**config.mk**
```make
export PLATFORM = sky130hd
export DESIGN_NAME = lir_div
export DESIGN_NICKNAME = d
export VERILOG_FILES = /design/src/leaky_integrator_regulator_core_assert.svh /design/src/lir_pkg.sv /design/src/lir_div.sv
export SDC_FILE = /design/constraint.sdc
export NUM_CORES = 1
export LEC_CHECK = 0
export ABC_AREA = 1
export BUFFER_PORTS_ARGS = -buffer_cell sky130_fd_sc_hd__buf_2
export CAP_MARGIN = 20
export CELL_PAD_IN_SITES_DETAIL_PLACEMENT = 0
export CELL_PAD_IN_SITES_GLOBAL_PLACEMENT = 1
export CORE_ASPECT_RATIO = 0.5
export CORE_MARGIN = 10
export CORE_UTILIZATION = 45
export DETAILED_ROUTE_END_ITERATION = 10
export GPL_TIMING_DRIVEN = 0
export PLACE_DENSITY_LB_ADDON = 0.1
export RECOVER_POWER = 50
export SYNTH_ARGS = -nofsm -noshare
export SYNTH_HDL_FRONTEND = slang
export SYNTH_SLANG_ARGS = --single-unit
```
**constraint.sdc**
```tcl
create_clock -name i_clk -period 10.1 [get_ports i_clk]
set_input_delay 1.01 -clock i_clk [delete_from_list [all_inputs] [get_ports i_clk]]
set_output_delay 1.01 -clock i_clk [all_outputs]
set_load 0.005 [all_outputs]
```
**src/leaky_integrator_regulator_core_assert.svh**
```systemverilog
// Assertion macros used by the leaky integrator regulator core.
`ifndef LEAKY_INTEGRATOR_REGULATOR_CORE_ASSERT_SVH
`define LEAKY_INTEGRATOR_REGULATOR_CORE_ASSERT_SVH

// Same-cycle implication, disabled in reset.
`define LIR_ASSERT_NOW(label, clk, rst_n, ante, cons, msg) \
    label: assert property (@(posedge clk) disable iff (!(rst_n)) (ante) |-> (cons)) \
        else $error(msg);

// Next-cycle implication, disabled in reset.
`define LIR_ASSERT_NEXT(label, clk, rst_n, ante, cons, msg) \
    label: assert property (@(posedge clk) disable iff (!(rst_n)) (ante) |=> (cons)) \
        else $error(msg);

`endif

```
**src/lir_pkg.sv**
```systemverilog
// Types, codes and helper functions for the leaky integrator regulator.
package lir_pkg;

    localparam int DATA_W    = 32;
    localparam int CFG_IDX_W = 3;

    // command codes
    localparam logic [1:0] CMD_EXEC  = 2'd0;
    localparam logic [1:0] CMD_START = 2'd1;
    localparam logic [1:0] CMD_STOP  = 2'd2;

    // status codes
    localparam logic [1:0] STAT_INTEG  = 2'd0;
    localparam logic [1:0] STAT_BYPASS = 2'd1;
    localparam logic [1:0] STAT_IDLE   = 2'd2;
    localparam logic [1:0] STAT_BADCFG = 2'd3;

    // register indexes
    localparam logic [CFG_IDX_W-1:0] REG_GAIN   = 3'd0;
    localparam logic [CFG_IDX_W-1:0] REG_RI     = 3'd1;
    localparam logic [CFG_IDX_W-1:0] REG_RF     = 3'd2;
    localparam logic [CFG_IDX_W-1:0] REG_CF     = 3'd3;
    localparam logic [CFG_IDX_W-1:0] REG_DT     = 3'd4;
    localparam logic [CFG_IDX_W-1:0] REG_OMAX   = 3'd5;
    localparam logic [CFG_IDX_W-1:0] REG_OMIN   = 3'd6;
    localparam logic [CFG_IDX_W-1:0] REG_BYPASS = 3'd7;

    // register reset values
    localparam logic signed [31:0] RST_ONE  = 32'sd65536;
    localparam logic signed [31:0] RST_DT   = 32'sd655;
    localparam logic signed [31:0] RST_OMAX = 32'sd655360;
    localparam logic signed [31:0] RST_OMIN = -32'sd655360;

    localparam logic signed [63:0] SAT_HI = 64'sh0000_0000_7FFF_FFFF;
    localparam logic signed [63:0] SAT_LO = 64'shFFFF_FFFF_8000_0000;

    typedef struct packed {
        logic signed [31:0] gain;
        logic signed [31:0] ri;
        logic signed [31:0] rf;
        logic signed [31:0] cf;
        logic signed [31:0] dt;
        logic signed [31:0] omax;
        logic signed [31:0] omin;
        logic               bypass;
    } t_cfg;

    typedef struct packed {
        logic               start;
        logic signed [63:0] dividend;
        logic        [30:0] divisor;   // known positive
    } t_div_req;

    typedef struct packed {
        logic               done;
        logic signed [63:0] quotient;
    } t_div_rsp;

    function automatic logic signed [31:0] sat32(input logic signed [63:0] x);
        logic signed [31:0] y;
        if (x > SAT_HI) begin
            y = SAT_HI[31:0];
        end else if (x < SAT_LO) begin
            y = SAT_LO[31:0];
        end else begin
            y = x[31:0];
        end
        return y;
    endfunction

    // max is checked first when the bounds cross: values above max get max, the rest get min
    function automatic logic signed [31:0] clamp(input logic signed [31:0] x,
                                                 input logic signed [31:0] hi,
                                                 input logic signed [31:0] lo);
        logic signed [31:0] y;
        if (x > hi) begin
            y = hi;
        end else if (x < lo) begin
            y = lo;
        end else begin
            y = x;
        end
        return y;
    endfunction

endpackage

```
**src/lir_div.sv**
```systemverilog
// Iterative signed divider, 64-bit dividend by positive 31-bit divisor, 2 bits a cycle.
module lir_div (
    input  logic              i_clk,
    input  logic              i_rst_n,
    input  lir_pkg::t_div_req i_req,
    output lir_pkg::t_div_rsp o_rsp
);

    logic        [63:0] r_mag;    // dividend bits out, quotient bits in
    logic        [30:0] r_rem;
    logic        [30:0] r_dsr;
    logic               r_neg;
    logic        [4:0]  r_cnt;
    logic               r_busy;
    logic               r_done;

    logic        [31:0] w_t1;
    logic        [31:0] w_t2;
    logic               w_ge1;
    logic               w_ge2;
    logic        [30:0] w_rem1;
    logic        [30:0] w_rem2;
    logic        [63:0] w_abs;

    always_comb begin
        w_t1   = {r_rem, r_mag[63]};
        w_ge1  = w_t1 >= {1'b0, r_dsr};
        w_rem1 = w_ge1 ? 31'(w_t1 - {1'b0, r_dsr}) : w_t1[30:0];
        w_t2   = {w_rem1, r_mag[62]};
        w_ge2  = w_t2 >= {1'b0, r_dsr};
        w_rem2 = w_ge2 ? 31'(w_t2 - {1'b0, r_dsr}) : w_t2[30:0];
    end

    assign w_abs = i_req.dividend[63] ? 64'(-i_req.dividend) : i_req.dividend;

    always_ff @(posedge i_clk) begin
        if (!i_rst_n) begin
            r_busy <= 1'b0;
            r_done <= 1'b0;
            r_cnt  <= '0;
        end else begin
            r_done <= 1'b0;
            if (i_req.start) begin
                r_busy <= 1'b1;
                r_cnt  <= '0;
                r_mag  <= w_abs;
                r_rem  <= '0;
                r_dsr  <= i_req.divisor;
                r_neg  <= i_req.dividend[63];
            end else if (r_busy) begin
                r_mag <= {r_mag[61:0], w_ge1, w_ge2};
                r_rem <= w_rem2;
                r_cnt <= r_cnt + 5'd1;
                if (r_cnt == 5'd31) begin
                    r_busy <= 1'b0;
                    r_done <= 1'b1;
                end
            end
        end
    end

    assign o_rsp.done     = r_done;
    assign o_rsp.quotient = r_neg ? -$signed(r_mag) : $signed(r_mag);

endmodule

```
# --- Word-level counts from Yosys, hierarchy flattened ---
# Index checks and enable logic that the tools add are counted.
word_totals:
  in_bits: 98
  reg_bits: 134
  output_inout_bits: 65
  wordCells: 33
classes:
  bitwise_logic: 2
  n_mux: 11
  n_reduce_logical: 5
  n_addsub: 5
  n_eq_ne: 1
  magnitude_cmp: 2
op_table:
  columns: ["cell", "count"]
  rows:
  - ["$mux W64", 4]
  - ["$neg A64 Y64", 2]
  - ["$mux W31", 3]
  - ["$ge A32 B31 Y1", 2]
  - ["$sub A31 B31 Y31", 2]
  - ["$add A5 B1 Y5 const B", 1]
  - ["$eq A5 B5 Y1 const B", 1]
  - ["$mux W1", 4]
  - ["$reduce_and A2 Y1", 2]
  - ["$reduce_or A3 Y1", 1]
  - ["$not A1 Y1", 2]
  - ["$reduce_bool A2 Y1", 1]
  - ["$reduce_or A2 Y1", 1]

# --- Longest topological paths before layout ---
depth:
  word_depth: 5
  depth_mapped: 32
  mapped_depth_nobuf: 30

# --- Worst setup path after synthesis ---
# Ideal clock, no wire load.
synth_timing:
  path_type: "input to register"
  startpoint: "input port i_req[95] (netlist name)"
  endpoint: "register r_mag[0] (enable)"
  t_required_ns: 9.644
  n_path_buf: 2
  path_stages: 4
  t_arrival_ns: 3.618
  path_slack_ns: 6.025
  setup_time_ns: 0.456
  cell_sequence: "clkbuf_1 clkbuf_1 nand2_1 nand2_1"
synth_between:
  elab_chain_len: 2
synth_rtl:
  columns: ["element", "line_no", "rtl"]
  rows:
  - ["from (decl)", "lir_div.sv:5", "input lir_pkg::t_div_req i_req,"]
  - ["$reduce_bool A2 Y1 (no line)", null, null]
  - ["$reduce_and A2 Y1 (no line)", null, null]
  - ["to (signal assigned)", "lir_div.sv:46", "r_mag <= w_abs;"]
  - ["to (signal assigned)", "lir_div.sv:51", "r_mag <= {r_mag[61:0], w_ge1, w_ge2};"]
  - ["to (decl)", "lir_div.sv:9", "logic [63:0] r_mag;"]
# Every way passes these cells.
# A chain may end at the register's enable or synchronous reset.

# --- Final worst setup path ---
layout_timing:
  startpoint: "input port i_req[95] (netlist name)"
  endpoint: "register r_mag[22] (enable)"
# Same word-level chain as after synthesis.

==> impl_results.md <==
- Ys async rst share: 0%
- Clock Latency Late Sink: 450 ps
- Mapped cell area: 14300 um2
- CP Capture Type: flop
- Leakage: 0.00762 uW
- Worst hold path class: reg2reg
- Gr ovfl total: 0
- Routed wire length: 53.8 mm
- DR WL/cell: 18.9 um
- Sum Neg Setup Slack: 0 ps
- PD cells: 293 nW/um2
- Max cap viols: 1
- RSZ-0062 raised after global routing: false
- Tcrit/Tclk final: 58.1%
- Worst path required time: 10090 ps
- Fmax: 170 MHz
- Hold-fix buffers at CTS: 0
- Fill cell instance count of the final layout: 3371
- Crit Path Class: in2reg
- Hold depth: 2
- Yosys reg bits: 134
- Number of gates resized after cts: 0
- GP Congestion: 0.983
- Clock sinks: 134
- RR Endpoint: r_rem[30]
- DP Area: 15700 um2
- Via density: 5.31
- Minimum clock period: 5870 ps
- Startpoint types: primary input
- Vias in the first global route: 14504
- Iter 0 DRT Violations: 1291
- CP max FO: 64
- Worst setup margin: 4230 ps
- Num rows: 46
- Share of layout cells above drive strength 1: 10.2%
- Initial antenna violation count: 0
- Synth cell types: 49
- Die Y: 146 um
- Post-synthesis cell count: 2223
- Slew @ Worst Pin: 3540 ps
- Final cell count without fillers: 2850
- Placed Cells: 2818
- Status: finished, violations left
- Slew headroom: -136%
- Total power: 4760 uW
- ANT cells: 0
- Place WS: 4570 ps
- Clk_skew: 10.6 ps
- Clk slew on worst S/H paths: 70 ps
- Die area: 39800 um2
- Ys Warns: 0
- Final-report max-slew violation count: 65
- Drc violations: 0
- Final nets: 2571
- IO Pins: 163
- H-tree Lvls: 4
- Largest net degree at the start of global routing: 65
- Violated checks: capacitance limit, slew limit
- Reg2reg path depth: 25
- Peak VDD IR: 0.195 mV
- Worst EP arrival: 5860 ps
- Sequential-to-total area share from yosys stat: 27.6%
- Remaining antenna violation count: 0
- EDFF count, synth: 127
- Die width: 272 um
- Initial Util: 45.5%
- P&R area growth vs syn: 13.3%
- Worst Setup SP: i_req[95]
- Syn_area_per_cell: 6.44 um2
- First-pass GRT wire length: 81.6 mm
- Top FF cell, synth: edfxtp_1
- Worst reg-to-reg setup slack: 4560 ps
- Fin area: 16200 um2
- Register area: 3950 um2
- Pre-antenna DRT Iters: 8
- Via count: 15134
- Root Buffer: clkbuf_16
- Area of the multi-input gates: 8870 um2
- Syn_nets: 2389
- CTS tree: yes
- Detail Placement HPWL: 45.4 mm
- Worst-case clock buffer depth: 2
- Hold Violations, Final: 0
- Number of port buffers: 161
- Critical R2R Launch: r_mag[63]
- Core area: 31500 um2
- Hold path start: r_cnt[4]
- Worst hold endpoint: r_cnt[4]
- CTS buffer count: 17
- Gr usage total: 26.3%
- Post-CTS setup buffers: 0
- Final setup vio count: 0
==> routing by layer <==
layer / track usage [%] / up-vias / wire, um
met5: 0 / - / 0
met4: 9.67 / 0 / 1810
met3: 3.31 / 95 / 3080
met2: 42.8 / 523 / 24100
met1: 35.3 / 6912 / 24700
li1: - / 7604 / -
==> Yosys cell counts, types with 4 or more instances <==
library cell,count,area (um2)
nor2_4,4,45.0
o21ai_0,115,576
xor2_1,104,911
o21a_1,5,37.5
nor3b_1,4,30.0
a21boi_0,6,45.0
or2_1,6,37.5
edfxtp_1,127,3810
a21oi_1,74,370
o21bai_1,13,97.6
inv_1,320,1200
xnor2_1,31,272
inv_2,4,15.0
nor4_1,7,43.8
nor3_1,46,230
o211ai_1,10,75.1
a21o_1,5,37.5
nor2_2,11,68.8
clkbuf_1,28,105
o21ai_1,21,105
nand2_2,8,50.1
nand3b_1,11,82.6
or2_2,5,31.3
ha_1,66,826
buf_4,9,67.6
a21oi_2,4,35.0
a31oi_1,11,68.8
nand2_1,614,2300
nand4_1,66,413
buf_1,10,37.5
nand3_1,179,896
nor2_1,265,995
dfxtp_1,7,140
==> critical path: stages <==
cell and delay [ps]:
clkbuf_1 300, clkbuf_1 670, nand2_1 200, nand2_1 1030, clkbuf_1 2550
==> metrics by stage <==
| stage | utilization (%) | hold WS, ps |
|---|---|---|
| after floorplan | - | 444 |
| after global placement | 49.7 | 455 |
| after detailed placement | 49.9 | 470 |
| after CTS | 51.7 | 480 |
| after global routing | 51.5 | 493 |
| final | 51.5 | 473 |
==> placed cells by master, fill, tap and decap left out, types with 8 or more instances in the layout <==
cell / instances
ha_1: 66
nor2_1: 268
o211ai_1: 10
nand3_1: 179
xor2_1: 104
nor3_1: 46
nand4_1: 66
inv_1: 320
buf_2: 163
nor2_2: 8
clkbuf_1: 37
a31oi_1: 11
a21oi_1: 74
o21ai_0: 118
clkbuf_16: 17
edfxtp_1: 127
xnor2_1: 31
o21ai_1: 19
nand2_1: 615
nand3b_1: 11
o21bai_1: 13
==> sequential cells by signal, summed over array words and instances (netlist names) <==
| register | flops |
|---|---|
| r_busy | 1 |
| r_cnt | 5 |
| r_done | 1 |
| r_dsr | 31 |
| r_mag | 64 |
| r_neg | 1 |
| r_rem | 31 |
==> cell type report <==
class	count	area share, %
well taps	432	3.33
clock inverters	14	0.717
flip-flops and latches	134	24.4
repair buffers	163	5.15
inverters	326	7.55
multi-input cells	1711	54.7
plain buffers	52	1.53
clock buffers	18	2.65
==> how the worst max path moves through the flow <==
| stage | slack, ps | depth (start not counted) | to |
|---|---|---|---|
| 3_3_place_gp | 4510 | 4 | r_mag[30] |
| 6_report | 4230 | 5 | r_mag[22] |
| 4_1_cts | 4560 | 25 | r_rem[30] |
| 2_1_floorplan | 6030 | 4 | r_mag[0] |
| 3_5_place_dp | 4570 | 25 | r_rem[30] |
| 5_1_grt | 3930 | 5 | r_mag[18] |
==> power by group <==
| group | switching, uW | leakage, uW | internal, uW |
|---|---|---|---|
| sequential | 79.9 | 0.00129 | 788 |
| combinational | 2160 | 0.00608 | 1130 |
| clock | 281 | 0.000252 | 319 |
| total | 2520 | 0.00762 | 2230 |
==> cell families after synthesis <==
logic type / after synthesis / synth area share [%]
XOR/XNOR: 135 / 8.26
flip-flops: 134 / 27.6
adder cells (fa/ha/maj): 68 / 6.05
AO/OA/AOI/OAI: 267 / 10.3
buffers and inverters: 378 / 10.3
AND/OR/NAND/NOR: 1241 / 37.5
Note: power is estimated with default switching activity, not from simulation.
