===== config.mk =====
export PLATFORM = sky130hd
export DESIGN_NAME = lir_cfg
export DESIGN_NICKNAME = d
export VERILOG_FILES = /design/src/leaky_integrator_regulator_core_assert.svh /design/src/lir_pkg.sv /design/src/lir_cfg.sv
export SDC_FILE = /design/constraint.sdc
export NUM_CORES = 1
export LEC_CHECK = 0
export ABC_AREA = 1
export BUFFER_PORTS_ARGS = -buffer_cell sky130_fd_sc_hd__clkbuf_2
export CORE_UTILIZATION = 51
export DETAILED_ROUTE_END_ITERATION = 10
export PLACE_DENSITY = 0.86
export SLEW_MARGIN = 25
export SYNTH_ARGS = -nofsm -noshare
export SYNTH_HDL_FRONTEND = slang
export SYNTH_SLANG_ARGS = --single-unit

===== constraint.sdc =====
create_clock -name i_clk -period 1.1 [get_ports i_clk]
set_input_delay 0.11 -clock i_clk [delete_from_list [all_inputs] [get_ports i_clk]]
set_output_delay 0.11 -clock i_clk [all_outputs]
set_load 0.01 [all_outputs]

===== src/leaky_integrator_regulator_core_assert.svh =====
// Assertion macros used by the leaky integrator regulator core.
`ifndef LEAKY_INTEGRATOR_REGULATOR_CORE_ASSERT_SVH
`define LEAKY_INTEGRATOR_REGULATOR_CORE_ASSERT_SVH

// Same-cycle implication, disabled in reset.
`define LIR_ASSERT_NOW(label, clk, rst_n, ante, cons, msg) \
    label: assert property (@(posedge clk) disable iff (!(rst_n)) (ante) |-> (cons)) \
        else $error(msg);

// Next-cycle implication, disabled in reset.
`define LIR_ASSERT_NEXT(label, clk, rst_n, ante, cons, msg) \
    label: assert property (@(posedge clk) disable iff (!(rst_n)) (ante) |=> (cons)) \
        else $error(msg);

`endif


===== src/lir_pkg.sv =====
// Types, codes and helper functions for the leaky integrator regulator.
package lir_pkg;

    localparam int DATA_W    = 32;
    localparam int CFG_IDX_W = 3;

    // command codes
    localparam logic [1:0] CMD_EXEC  = 2'd0;
    localparam logic [1:0] CMD_START = 2'd1;
    localparam logic [1:0] CMD_STOP  = 2'd2;

    // status codes
    localparam logic [1:0] STAT_INTEG  = 2'd0;
    localparam logic [1:0] STAT_BYPASS = 2'd1;
    localparam logic [1:0] STAT_IDLE   = 2'd2;
    localparam logic [1:0] STAT_BADCFG = 2'd3;

    // register indexes
    localparam logic [CFG_IDX_W-1:0] REG_GAIN   = 3'd0;
    localparam logic [CFG_IDX_W-1:0] REG_RI     = 3'd1;
    localparam logic [CFG_IDX_W-1:0] REG_RF     = 3'd2;
    localparam logic [CFG_IDX_W-1:0] REG_CF     = 3'd3;
    localparam logic [CFG_IDX_W-1:0] REG_DT     = 3'd4;
    localparam logic [CFG_IDX_W-1:0] REG_OMAX   = 3'd5;
    localparam logic [CFG_IDX_W-1:0] REG_OMIN   = 3'd6;
    localparam logic [CFG_IDX_W-1:0] REG_BYPASS = 3'd7;

    // register reset values
    localparam logic signed [31:0] RST_ONE  = 32'sd65536;
    localparam logic signed [31:0] RST_DT   = 32'sd655;
    localparam logic signed [31:0] RST_OMAX = 32'sd655360;
    localparam logic signed [31:0] RST_OMIN = -32'sd655360;

    localparam logic signed [63:0] SAT_HI = 64'sh0000_0000_7FFF_FFFF;
    localparam logic signed [63:0] SAT_LO = 64'shFFFF_FFFF_8000_0000;

    typedef struct packed {
        logic signed [31:0] gain;
        logic signed [31:0] ri;
        logic signed [31:0] rf;
        logic signed [31:0] cf;
        logic signed [31:0] dt;
        logic signed [31:0] omax;
        logic signed [31:0] omin;
        logic               bypass;
    } t_cfg;

    typedef struct packed {
        logic               start;
        logic signed [63:0] dividend;
        logic        [30:0] divisor;   // known positive
    } t_div_req;

    typedef struct packed {
        logic               done;
        logic signed [63:0] quotient;
    } t_div_rsp;

    function automatic logic signed [31:0] sat32(input logic signed [63:0] x);
        logic signed [31:0] y;
        if (x > SAT_HI) begin
            y = SAT_HI[31:0];
        end else if (x < SAT_LO) begin
            y = SAT_LO[31:0];
        end else begin
            y = x[31:0];
        end
        return y;
    endfunction

    // max is checked first when the bounds cross: values above max get max, the rest get min
    function automatic logic signed [31:0] clamp(input logic signed [31:0] x,
                                                 input logic signed [31:0] hi,
                                                 input logic signed [31:0] lo);
        logic signed [31:0] y;
        if (x > hi) begin
            y = hi;
        end else if (x < lo) begin
            y = lo;
        end else begin
            y = x;
        end
        return y;
    endfunction

endpackage


===== src/lir_cfg.sv =====
// Configuration register file with write decode.
module lir_cfg (
    input  logic                             i_clk,
    input  logic                             i_rst_n,
    input  logic                             i_cfg_we,
    input  logic [lir_pkg::CFG_IDX_W-1:0]    i_cfg_idx,
    input  logic [lir_pkg::DATA_W-1:0]       i_cfg_data,
    output lir_pkg::t_cfg                    o_cfg
);

    lir_pkg::t_cfg r_cfg;

    always_ff @(posedge i_clk) begin
        if (!i_rst_n) begin
            r_cfg.gain   <= lir_pkg::RST_ONE;
            r_cfg.ri     <= lir_pkg::RST_ONE;
            r_cfg.rf     <= lir_pkg::RST_ONE;
            r_cfg.cf     <= lir_pkg::RST_ONE;
            r_cfg.dt     <= lir_pkg::RST_DT;
            r_cfg.omax   <= lir_pkg::RST_OMAX;
            r_cfg.omin   <= lir_pkg::RST_OMIN;
            r_cfg.bypass <= 1'b0;
        end else if (i_cfg_we) begin
            unique case (i_cfg_idx)
                lir_pkg::REG_GAIN:   r_cfg.gain   <= $signed(i_cfg_data);
                lir_pkg::REG_RI:     r_cfg.ri     <= $signed(i_cfg_data);
                lir_pkg::REG_RF:     r_cfg.rf     <= $signed(i_cfg_data);
                lir_pkg::REG_CF:     r_cfg.cf     <= $signed(i_cfg_data);
                lir_pkg::REG_DT:     r_cfg.dt     <= $signed(i_cfg_data);
                lir_pkg::REG_OMAX:   r_cfg.omax   <= $signed(i_cfg_data);
                lir_pkg::REG_OMIN:   r_cfg.omin   <= $signed(i_cfg_data);
                lir_pkg::REG_BYPASS: r_cfg.bypass <= i_cfg_data[0];
                default: ;
            endcase
        end
    end

    assign o_cfg = r_cfg;

endmodule


# After elaboration in Yosys (flattened, before gate mapping)
# Index checks and enable logic that the tools add are counted.
# W data, S select, Z words.
[totals]
wordCells = 24
regBits = 225
output_inout_bits = 225
input_bits = 38
[op_classes]
reduce_logical = 9
n_eq_ne = 7
[ops]
columns = ["op", "count"]
rows = [
  ["$reduce_and A2 Y1", 8],
  ["$eq A3 B3 Y1 const B", 4],
  ["$eq A3 B2 Y1 const B", 2],
  ["$eq A3 B1 Y1 const B", 1],
  ["$logic_not A3 Y1", 1],
]

# Logic depth before layout (Yosys ltp)
# Gate-level depths: netlist of the first run.
[depth]
word_depth = 2
mapped_depth = 7
ltp_nobuf = 5

# Worst setup path after synthesis of the first run
# OpenSTA, ideal clock, no wires.
[synth_path]
path_kind = "in2reg"
from = "in i_cfg_idx[0] in the netlist's numbering"
to = "reg r_cfg (netlist bit o_cfg[209])"
path_stages = 6
required_ns = 0.970
setup_ns = 0.130
slack_ns = 0.087
n_path_buf = 2
arrival_ns = 0.883
path_cell_list = "nor2_1 -> buf_2 -> buf_2 -> nand2_1 -> nand2_1 -> nand3_1"
[synth_via]
elab_chain_cells = 2
[synth_rtl]
columns = ["item", "line_no", "rtl"]
rows = [
  ["start, declared", "lir_cfg.sv:6", "input logic [lir_pkg::CFG_IDX_W-1:0] i_cfg_idx,"],
  ["$logic_not A3 Y1", "lir_cfg.sv:24", "unique case (i_cfg_idx)"],
  ["$reduce_and A2 Y1 (no source line)", "-", ""],
  ["end, declared", "lir_cfg.sv:11", "lir_pkg::t_cfg r_cfg;"],
]
# No other way between the ends.
# A chain may end at the register's enable or synchronous reset.

# Final worst setup path of the first run
[layout_path]
from = "reg r_cfg (netlist bit o_cfg[78])"
to = "out o_cfg[78] in the netlist's numbering"
[layout_rtl]
columns = ["item", "line_no", "rtl"]
rows = [
  ["end, declared", "lir_cfg.sv:8", "output lir_pkg::t_cfg o_cfg"],
]
# No word-level cell between the ends.

==> metrics.log, run 1 <==
[metrics] status: finished, violations left
[metrics] failing checks: setup timing
[metrics] count of placed standard cells in the final layout, fillers left out: 1754
[metrics] wire length of the first global-routing pass: 45080 um
[metrics] row count: between 40 and 50
[metrics] setup violation total in the final timing report: 1
[metrics] Die Outline Area: 0.01758 mm^2
[metrics] RSZ-0062 raised after global routing: true
[metrics] Post-Syn Area per Cell: 6.965 um^2
[metrics] DRC violation count after routing: 0
[metrics] share of synthesized area occupied by flip-flops and latches: 0.5178
[metrics] start point of the worst min-delay path: i_cfg_data[5]
[metrics] CTS root buf: sky130_fd_sc_hd__clkbuf_16
[metrics] CP Data Arrival Time: roughly 1.0 ns
[metrics] overflow left after global routing: 0
[metrics] number of flip-flops in the largest register: 225
[metrics] HPWL after DPL: 18990 um
[metrics] number of max-slew violations in the final report: 0
[metrics] CTS Buf Count: 24
[metrics] area added between synthesis and finish: 42.56%
[metrics] Max Root-Sink Buffers: 3
[metrics] Worst Path Class, Setup: reg -> out
[metrics] beginning of the worst register-to-register path: o_cfg[144]$_SDFFE_PN0P_
[metrics] setup TNS: -0.02449 ns
[metrics] total vias in the final route: 9432
[metrics] floorplan die width: 132.6 um
[metrics] leading area contributor after synthesis: sky130_fd_sc_hd__dfxtp_1
[metrics] static power due to leakage: 5.840 nW
[metrics] startpoint types: flip-flop
[metrics] Max transition margin: 0.6682
[metrics] kind of capture point of the worst setup path: primary output
[metrics] Yosys top cell area share: 0.5178
[metrics] post-route worst hold slack: ~0.091 ns
[metrics] minimum period implied by the final worst setup slack: roughly 1.1 ns
[metrics] total global routing track utilization: 0.3220
[metrics] post-route antenna net violation count: 0
[metrics] cell types occupying the most area after synthesis: sky130_fd_sc_hd__dfxtp_1, sky130_fd_sc_hd__nor2_1, sky130_fd_sc_hd__nand3_1, sky130_fd_sc_hd__nand2_1, sky130_fd_sc_hd__buf_2
[metrics] highest achievable clock rate: slightly below 0.9 GHz
[metrics] Die Ht: approximately 130 um
[metrics] Non-Filler Cell Area, Final: 0.01240 mm^2
[metrics] Max rail drop VDD: 0.001313 V
[metrics] number of nets in the finished design: between 1500 and 2000
[metrics] Final Worst Setup Slack: -0.02449 ns
[metrics] Max Cap Violations: 0
[metrics] distinct cell type count after synthesis: 13
[metrics] per-cell via count in the routed design: around 5.4
[metrics] total nets after synthesis: 1287
[metrics] hold violation total from the final report: 0
[metrics] router iterations before antenna repair: 6
[metrics] transition at the pin with the smallest max-transition slack: 0.4972 ns
[metrics] initial standard-cell utilization of the core: 0.5227
[metrics] Worst setup startpoint: o_cfg[78]$_SDFFE_PN0P_
[metrics] routability cong.: 0.8446
[metrics] dpl cell area: 0.01050 mm^2
[metrics] CP peak stage delay: 0.36 ns
[metrics] total detailed-routing wirelength: around 31000 um
[metrics] final worst path period share: 1.022
[metrics] number of placed cells counting well taps: about 1700
[metrics] fraction of layout cells with a size suffix above 1: 0.3690
[metrics] drt first-iter violations: 868
[metrics] number of instances in the synthesized netlist: approximately 1200
[metrics] YS warnings: 0
[metrics] worst-path cell chain: clkbuf_2
[metrics] number of clock sinks: 225
[metrics] Skew-Pair Late Insertion Delay: approximately 0.50 ns
[metrics] power per unit of standard cell area: 1529 mW/mm^2
[metrics] worst reg2reg setup slack: 0.34 ns
[metrics] register bit total from synthesis: 225
[metrics] clock slew seen by the registers of the worst setup and hold paths: about 0.06 ns
[metrics] worst min-delay path class: in -> reg
[metrics] biggest fanout along the worst timing path: 2
[metrics] number of inserted diodes: 0
[metrics] cell with the biggest individual delay on the critical path: sky130_fd_sc_hd__dfxtp_1
[metrics] cell family with the largest share of critical-path delay: flip-flops
[metrics] number of antenna violations at the first check in global routing: 0
[metrics] average detailed-routed wire length per instance: 17.44 um
[metrics] cell area after technology mapping: 0.008700 mm^2
[metrics] IO Pins: 263
[metrics] Clock Skews: 0 ns
[metrics] Crit path required time: 0.99 ns
[metrics] Floorplan Core Area: 0.01664 mm^2
[metrics] CTS tree: yes
[metrics] total of buffers placed on input and output ports: about 260
[metrics] total buffers and inverters traversed by the critical path: 1
[metrics] number of global-route vias before repair: 8733
[metrics] Clock H-tree levels: 1
[metrics] largest net degree at the start of global routing: 61
[metrics] final core area utilization: 0.7452
[final timing paths]
kind | to | cells past startpoint
setup / recovery | o_cfg[78] | 1
setup reg to reg | o_cfg[144]$_SDFFE_PN0P_ | 3
hold / removal | o_cfg[38]$_SDFFE_PN0P_ | 5
hold reg to reg | o_cfg[32]$_SDFFE_PN1P_ | 2
[cells in the final DEF (no fill, tap or decap), types with 3 or more instances in the layout]
master and n:
sky130_fd_sc_hd__buf_6 66, sky130_fd_sc_hd__nand2_1 262, sky130_fd_sc_hd__buf_8 16, sky130_fd_sc_hd__clkbuf_1 4, sky130_fd_sc_hd__buf_12 20, sky130_fd_sc_hd__clkbuf_8 3, sky130_fd_sc_hd__inv_1 35, sky130_fd_sc_hd__dfxtp_1 20
sky130_fd_sc_hd__nand3_1 224, sky130_fd_sc_hd__nor2_4 4, sky130_fd_sc_hd__buf_4 31, sky130_fd_sc_hd__dfxtp_2 202, sky130_fd_sc_hd__dfxtp_4 3, sky130_fd_sc_hd__inv_2 3, sky130_fd_sc_hd__dlygate4sd3_1 23, sky130_fd_sc_hd__clkbuf_16 25
sky130_fd_sc_hd__buf_2 54, sky130_fd_sc_hd__clkbuf_2 121, sky130_fd_sc_hd__clkinv_2 5, sky130_fd_sc_hd__nor2_2 7, sky130_fd_sc_hd__nor2_1 399
[layer usage]
metal	wire length, um	vias to the layer above	GRT usage	share of wire
met1	10880	4337	0.3752	0.36
met5	0	-	0	0
met4	1639	0	0.1826	0.054
met2	14980	547	0.5459	0.49
met3	3091	110	0.07280	0.10
li1	-	4438	-	-
[repair_timing]
action | CTS | global route
hold buffers | 23 | 0
setup endpoints to repair | 149 | 165
setup buffers | 2 | 4
cloned | 0 | 0
hold endpoints to repair | 35 | 0
gates resized for setup | 167 | 275
[area by class of cell]
type,instances,area (um^2)
inverters,38,142.6
fillers,1165,4240
multi-input cells,898,3702
clock buffers,31,668.1
flip-flops and latches,225,4768
clock inverters,10,108.9
well taps,220,275.3
repair buffers,332,2736
[through the flow]
step | setup slack (ns) | power (mW)
detailed placement | -0.09539 | 10.77
global route | -0.04833 | 19.54
CTS | -0.03588 | 18.80
global placement | -0.09232 | 10.72
floorplan | 0.08734 | 9.892
finish | -0.02449 | 18.96
[worst reg2reg max path, delay by kind of cell, from the launching register on]
kind | cells | cell delay [ns]
AND/OR/NAND/NOR | 2 | 0.18
buffers and inverters | 1 | 0.14
flip-flops | 1 | 0.34
[cell families (layout without fill, tap and decap cells)]
| family | count (synthesis) | count (layout) | synth area share |
|---|---|---|---|
| simple gates | 897 | 897 | 0.4210 |
| flops | 225 | 225 | 0.5178 |
| buf+inv | 126 | 411 | 0.06069 |
| compound gates | 1 | 1 | 0.0005747 |
[synth_stat cells]
cell type                  instances
sky130_fd_sc_hd__inv_1            35
sky130_fd_sc_hd__nand3_1         224
sky130_fd_sc_hd__buf_2            44
sky130_fd_sc_hd__nand2_2           1
sky130_fd_sc_hd__buf_1            15
sky130_fd_sc_hd__clkbuf_1         29
sky130_fd_sc_hd__dfxtp_1         225
sky130_fd_sc_hd__nor2_4            1
sky130_fd_sc_hd__nor2_2            2
sky130_fd_sc_hd__inv_2             3
sky130_fd_sc_hd__nand2_1         262
sky130_fd_sc_hd__nor2_1          407
sky130_fd_sc_hd__o21ai_0           1
[report_power, final]
group	total, mW	internal, mW	leakage, nW	switching (mW)
Sequential	8.68	8.48	1.90	0.197
Combinational	2.28	0.911	3.56	1.37
Clock	8.00	4.74	0.379	3.26
No activity file was read; power rests on OpenSTA's default activity.
==> run 2: changes to the inputs <==
- CORE_MARGIN: default -> 2
- clock period: 1.1 -> 1.26 ns (I/O delays scaled with it)
==> run 2 against run 1 <==
Effect of this change:
- largest cell class unchanged
- utilization fell by 5.3 points
- worst hold slack improved by 0.015 ns
- the flow now finishes without violations
- critical path depth rose by 3
- register-to-register slack got worse by 0.22 ns
- sequential share of layout area rose by 0.66 points
- first-iteration DRC count fell by 13%
- clock-buffer cell count fell by 1
==> metrics.log, run 2 (synthesis gave the netlist of run 1 again) <==
[metrics] status: completed (was finished, violations left)
[metrics] DRC violation count after routing: 0 (unchanged)
[metrics] total vias in the final route: 9222 (was 9432)
[metrics] transition at the pin with the smallest max-transition slack: 0.4392 ns (was 0.4972 ns)
[metrics] wire length of the first global-routing pass: 43580 um (was 45080 um)
[metrics] cell family with the largest share of critical-path delay: buffers and inverters (was flip-flops)
[metrics] IO Pins: 263 (unchanged)
[metrics] fraction of layout cells with a size suffix above 1: 0.2294 (was 0.3690)
[metrics] setup violation total in the final timing report: 0 (was 1)
[metrics] HPWL after DPL: 19470 um (was 18990 um)
[metrics] Most Frequent Cell on Critical Path: sky130_fd_sc_hd__dlygate4sd3_1
[metrics] CTS tree: yes (unchanged)
[metrics] total detailed-routing wirelength: 28690 um (was 30600 um)
[metrics] Final Worst Setup Slack: 0.01538 ns (was -0.02449 ns)
[metrics] biggest fanout along the worst timing path: 27 (was 2)
[metrics] number of inserted diodes: 0 (unchanged)
[metrics] Non-Filler Cell Area, Final: 0.01152 mm^2 (was 0.01240 mm^2)
[metrics] total buffers and inverters traversed by the critical path: 3 (was 1)
[metrics] highest achievable clock rate: 0.8035 GHz
[metrics] minimum period implied by the final worst setup slack: 1.245 ns
[metrics] router iterations before antenna repair: 5 (was 6)
[metrics] floorplan die width: 134.6 um (was 132.6 um)
[metrics] number of global-route vias before repair: 8378 (was 8733)
[metrics] number of clock sinks: 225 (unchanged)
[metrics] final worst path period share: 0.9878
[metrics] Max transition margin: 0.7069 (was 0.6682)
[metrics] power per unit of standard cell area: 1433 mW/mm^2 (was 1529 mW/mm^2)
[metrics] CTS Buf Count: 23 (was 24)
[metrics] total of buffers placed on input and output ports: 262 (unchanged)
[metrics] static power due to leakage: 5.539 nW (was 5.840 nW)
[metrics] number of antenna violations at the first check in global routing: 0 (unchanged)
[metrics] overall power: 16.51 mW (was 18.96 mW)
[metrics] average detailed-routed wire length per instance: 16.43 um (was 17.44 um)
[metrics] Worst Path Class, Setup: in -> reg (was reg -> out)
[metrics] beginning of the worst register-to-register path: o_cfg[52]$_SDFFE_PN1P_ (was o_cfg[144]$_SDFFE_PN0P_)
[metrics] Max Root-Sink Buffers: 3 (unchanged)
[metrics] area added between synthesis and finish: 32.40% (was 42.56%)
[metrics] most common library cell in the layout ignoring fill and taps: sky130_fd_sc_hd__nor2_1 (unchanged)
[metrics] Clock Skews: 0 ns (unchanged)
[metrics] setup TNS: 0 ns (was -0.02449 ns)
[metrics] routability cong.: 0.8370 (was 0.8446)
[metrics] dpl cell area: 0.01045 mm^2 (was 0.01050 mm^2)
[metrics] row count: 47 (unchanged)
[metrics] final core area utilization: 0.6921 (was 0.7452)
[metrics] worst reg2reg setup slack: 0.12 ns (was 0.34 ns)
[metrics] total global routing track utilization: 0.3035 (was 0.3220)
[metrics] pre-CTS setup slack: 0.03398 ns (was -0.09539 ns)
[metrics] number of flip-flops in the largest register: 225 (unchanged)
[metrics] Skew-Pair Late Insertion Delay: 0.50 ns (about the same)
[metrics] number of max-slew violations in the final report: 0 (unchanged)
[metrics] Die Outline Area: 0.01812 mm^2 (was 0.01758 mm^2)
[metrics] worst-path cell chain: dlygate4sd3_1 -> buf_12 -> nand3_1 -> dlygate4sd3_1 (was clkbuf_2)
[metrics] clock slew seen by the registers of the worst setup and hold paths: 0.06 ns (about the same)
[metrics] initial standard-cell utilization of the core: 0.5227 (unchanged)
[metrics] Crit path required time: 1.64 ns (was 0.99 ns)
[metrics] drt first-iter violations: 751 (was 868)
[metrics] leading cell types in the layout, fill and taps excluded: sky130_fd_sc_hd__nor2_1, sky130_fd_sc_hd__nand2_1, sky130_fd_sc_hd__clkbuf_2 (was sky130_fd_sc_hd__nor2_1, sky130_fd_sc_hd__nand2_1, sky130_fd_sc_hd__nand3_1)
[metrics] worst min-delay path class: in -> reg (unchanged)
[metrics] start point of the worst min-delay path: i_cfg_data[6] (was i_cfg_data[5])
[metrics] CP Data Arrival Time: 1.62 ns (was 1.01 ns)
[metrics] Worst setup startpoint: i_rst_n (was o_cfg[78]$_SDFFE_PN0P_)
[metrics] CP peak stage delay: 0.60 ns (was 0.36 ns)
[metrics] kind of capture point of the worst setup path: flip-flop (was primary output)
[metrics] Floorplan Core Area: 0.01664 mm^2 (unchanged)
[metrics] Die Ht: 134.6 um (was 132.6 um)
[metrics] largest net degree at the start of global routing: 54 (was 61)
[metrics] Max rail drop VDD: 0.001109 V (was 0.001313 V)
[metrics] Clock H-tree levels: 1 (unchanged)
[metrics] Max Cap Violations: 0 (unchanged)
[metrics] cell with the biggest individual delay on the critical path: sky130_fd_sc_hd__dlygate4sd3_1 (was sky130_fd_sc_hd__dfxtp_1)
[metrics] post-route antenna net violation count: 0 (unchanged)
[metrics] per-cell via count in the routed design: 5.282 (was 5.377)
[metrics] startpoint types: input port (was flip-flop)
[metrics] overflow left after global routing: 0 (unchanged)
[metrics] number of nets in the finished design: 1549 (was 1557)
[metrics] CTS root buf: sky130_fd_sc_hd__clkbuf_16 (unchanged)
[metrics] hold violation total from the final report: 0 (unchanged)
==> run 2: cell count changes in the layout (fill, tap and decap cells not counted), sizes merged <==
cell	change
buf	-150
bufinv	+2
clkbuf	+138
clkinvlp	-2
dlygate4sd3	+4
==> run 2: per-layer routing <==
metal	track usage	wire length, um	vias to the layer above
met5	0	0	-
met4	0.1380	1420	0
met3	0.08108	3026	108
met2	0.5312	13930	534
met1	0.3467	10320	4171
li1	-	-	4409
==> run 2: area by class of cell <==
cell class | count | area [um^2]
clock buffer | 30 | 641.9
clock inverter | 10 | 150.1
fill | 1360 | 5124
inverter | 38 | 142.6
multi-input combinational | 898 | 3712
sequential | 225 | 4504
tap | 220 | 275.3
timing repair buffer | 325 | 2092
==> run 2: worst paths after layout <==
check / end / depth (start not counted)
hold reg to reg: o_cfg[31]$_SDFFE_PN1P_ / 2
setup reg to reg: o_cfg[52]$_SDFFE_PN1P_ / 3
hold / removal: o_cfg[39]$_SDFFE_PN0P_ / 5
setup / recovery: o_cfg[52]$_SDFFE_PN1P_ / 4
==> run 2: where the power goes <==
| group | internal (mW) | leakage (nW) | switching [mW] |
|---|---|---|---|
| sequential | 7.37 | 1.83 | 0.148 |
| clock | 4.39 | 0.396 | 2.79 |
| combinational | 0.660 | 3.31 | 1.16 |
==> run 2: tightest hold or removal path: stages <==
cell	delay, ns
sky130_fd_sc_hd__clkbuf_2	0.07
sky130_fd_sc_hd__inv_1	0.14
sky130_fd_sc_hd__nand3_1	0.13
sky130_fd_sc_hd__nand2_1	0.05
sky130_fd_sc_hd__nor2_1	0.07
==> run 2: timing repair <==
item	in CTS	in global routing
hold endpoints to repair	42	0
buffers inserted	0	0
hold buffers	27	0
endpoints found under the setup margin	0	4
gates resized for setup	0	2
==> run 2: through the flow <==
| stage | instances | hold WS (ns) |
|---|---|---|
| detailed placement | 1679 | 0.3455 |
| floorplan | 1249 | 0.2392 |
| global route | 1746 | 0.1442 |
| CTS | 1746 | 0.08795 |
| global placement | 1679 | 0.3444 |
| finish | 1746 | 0.1061 |
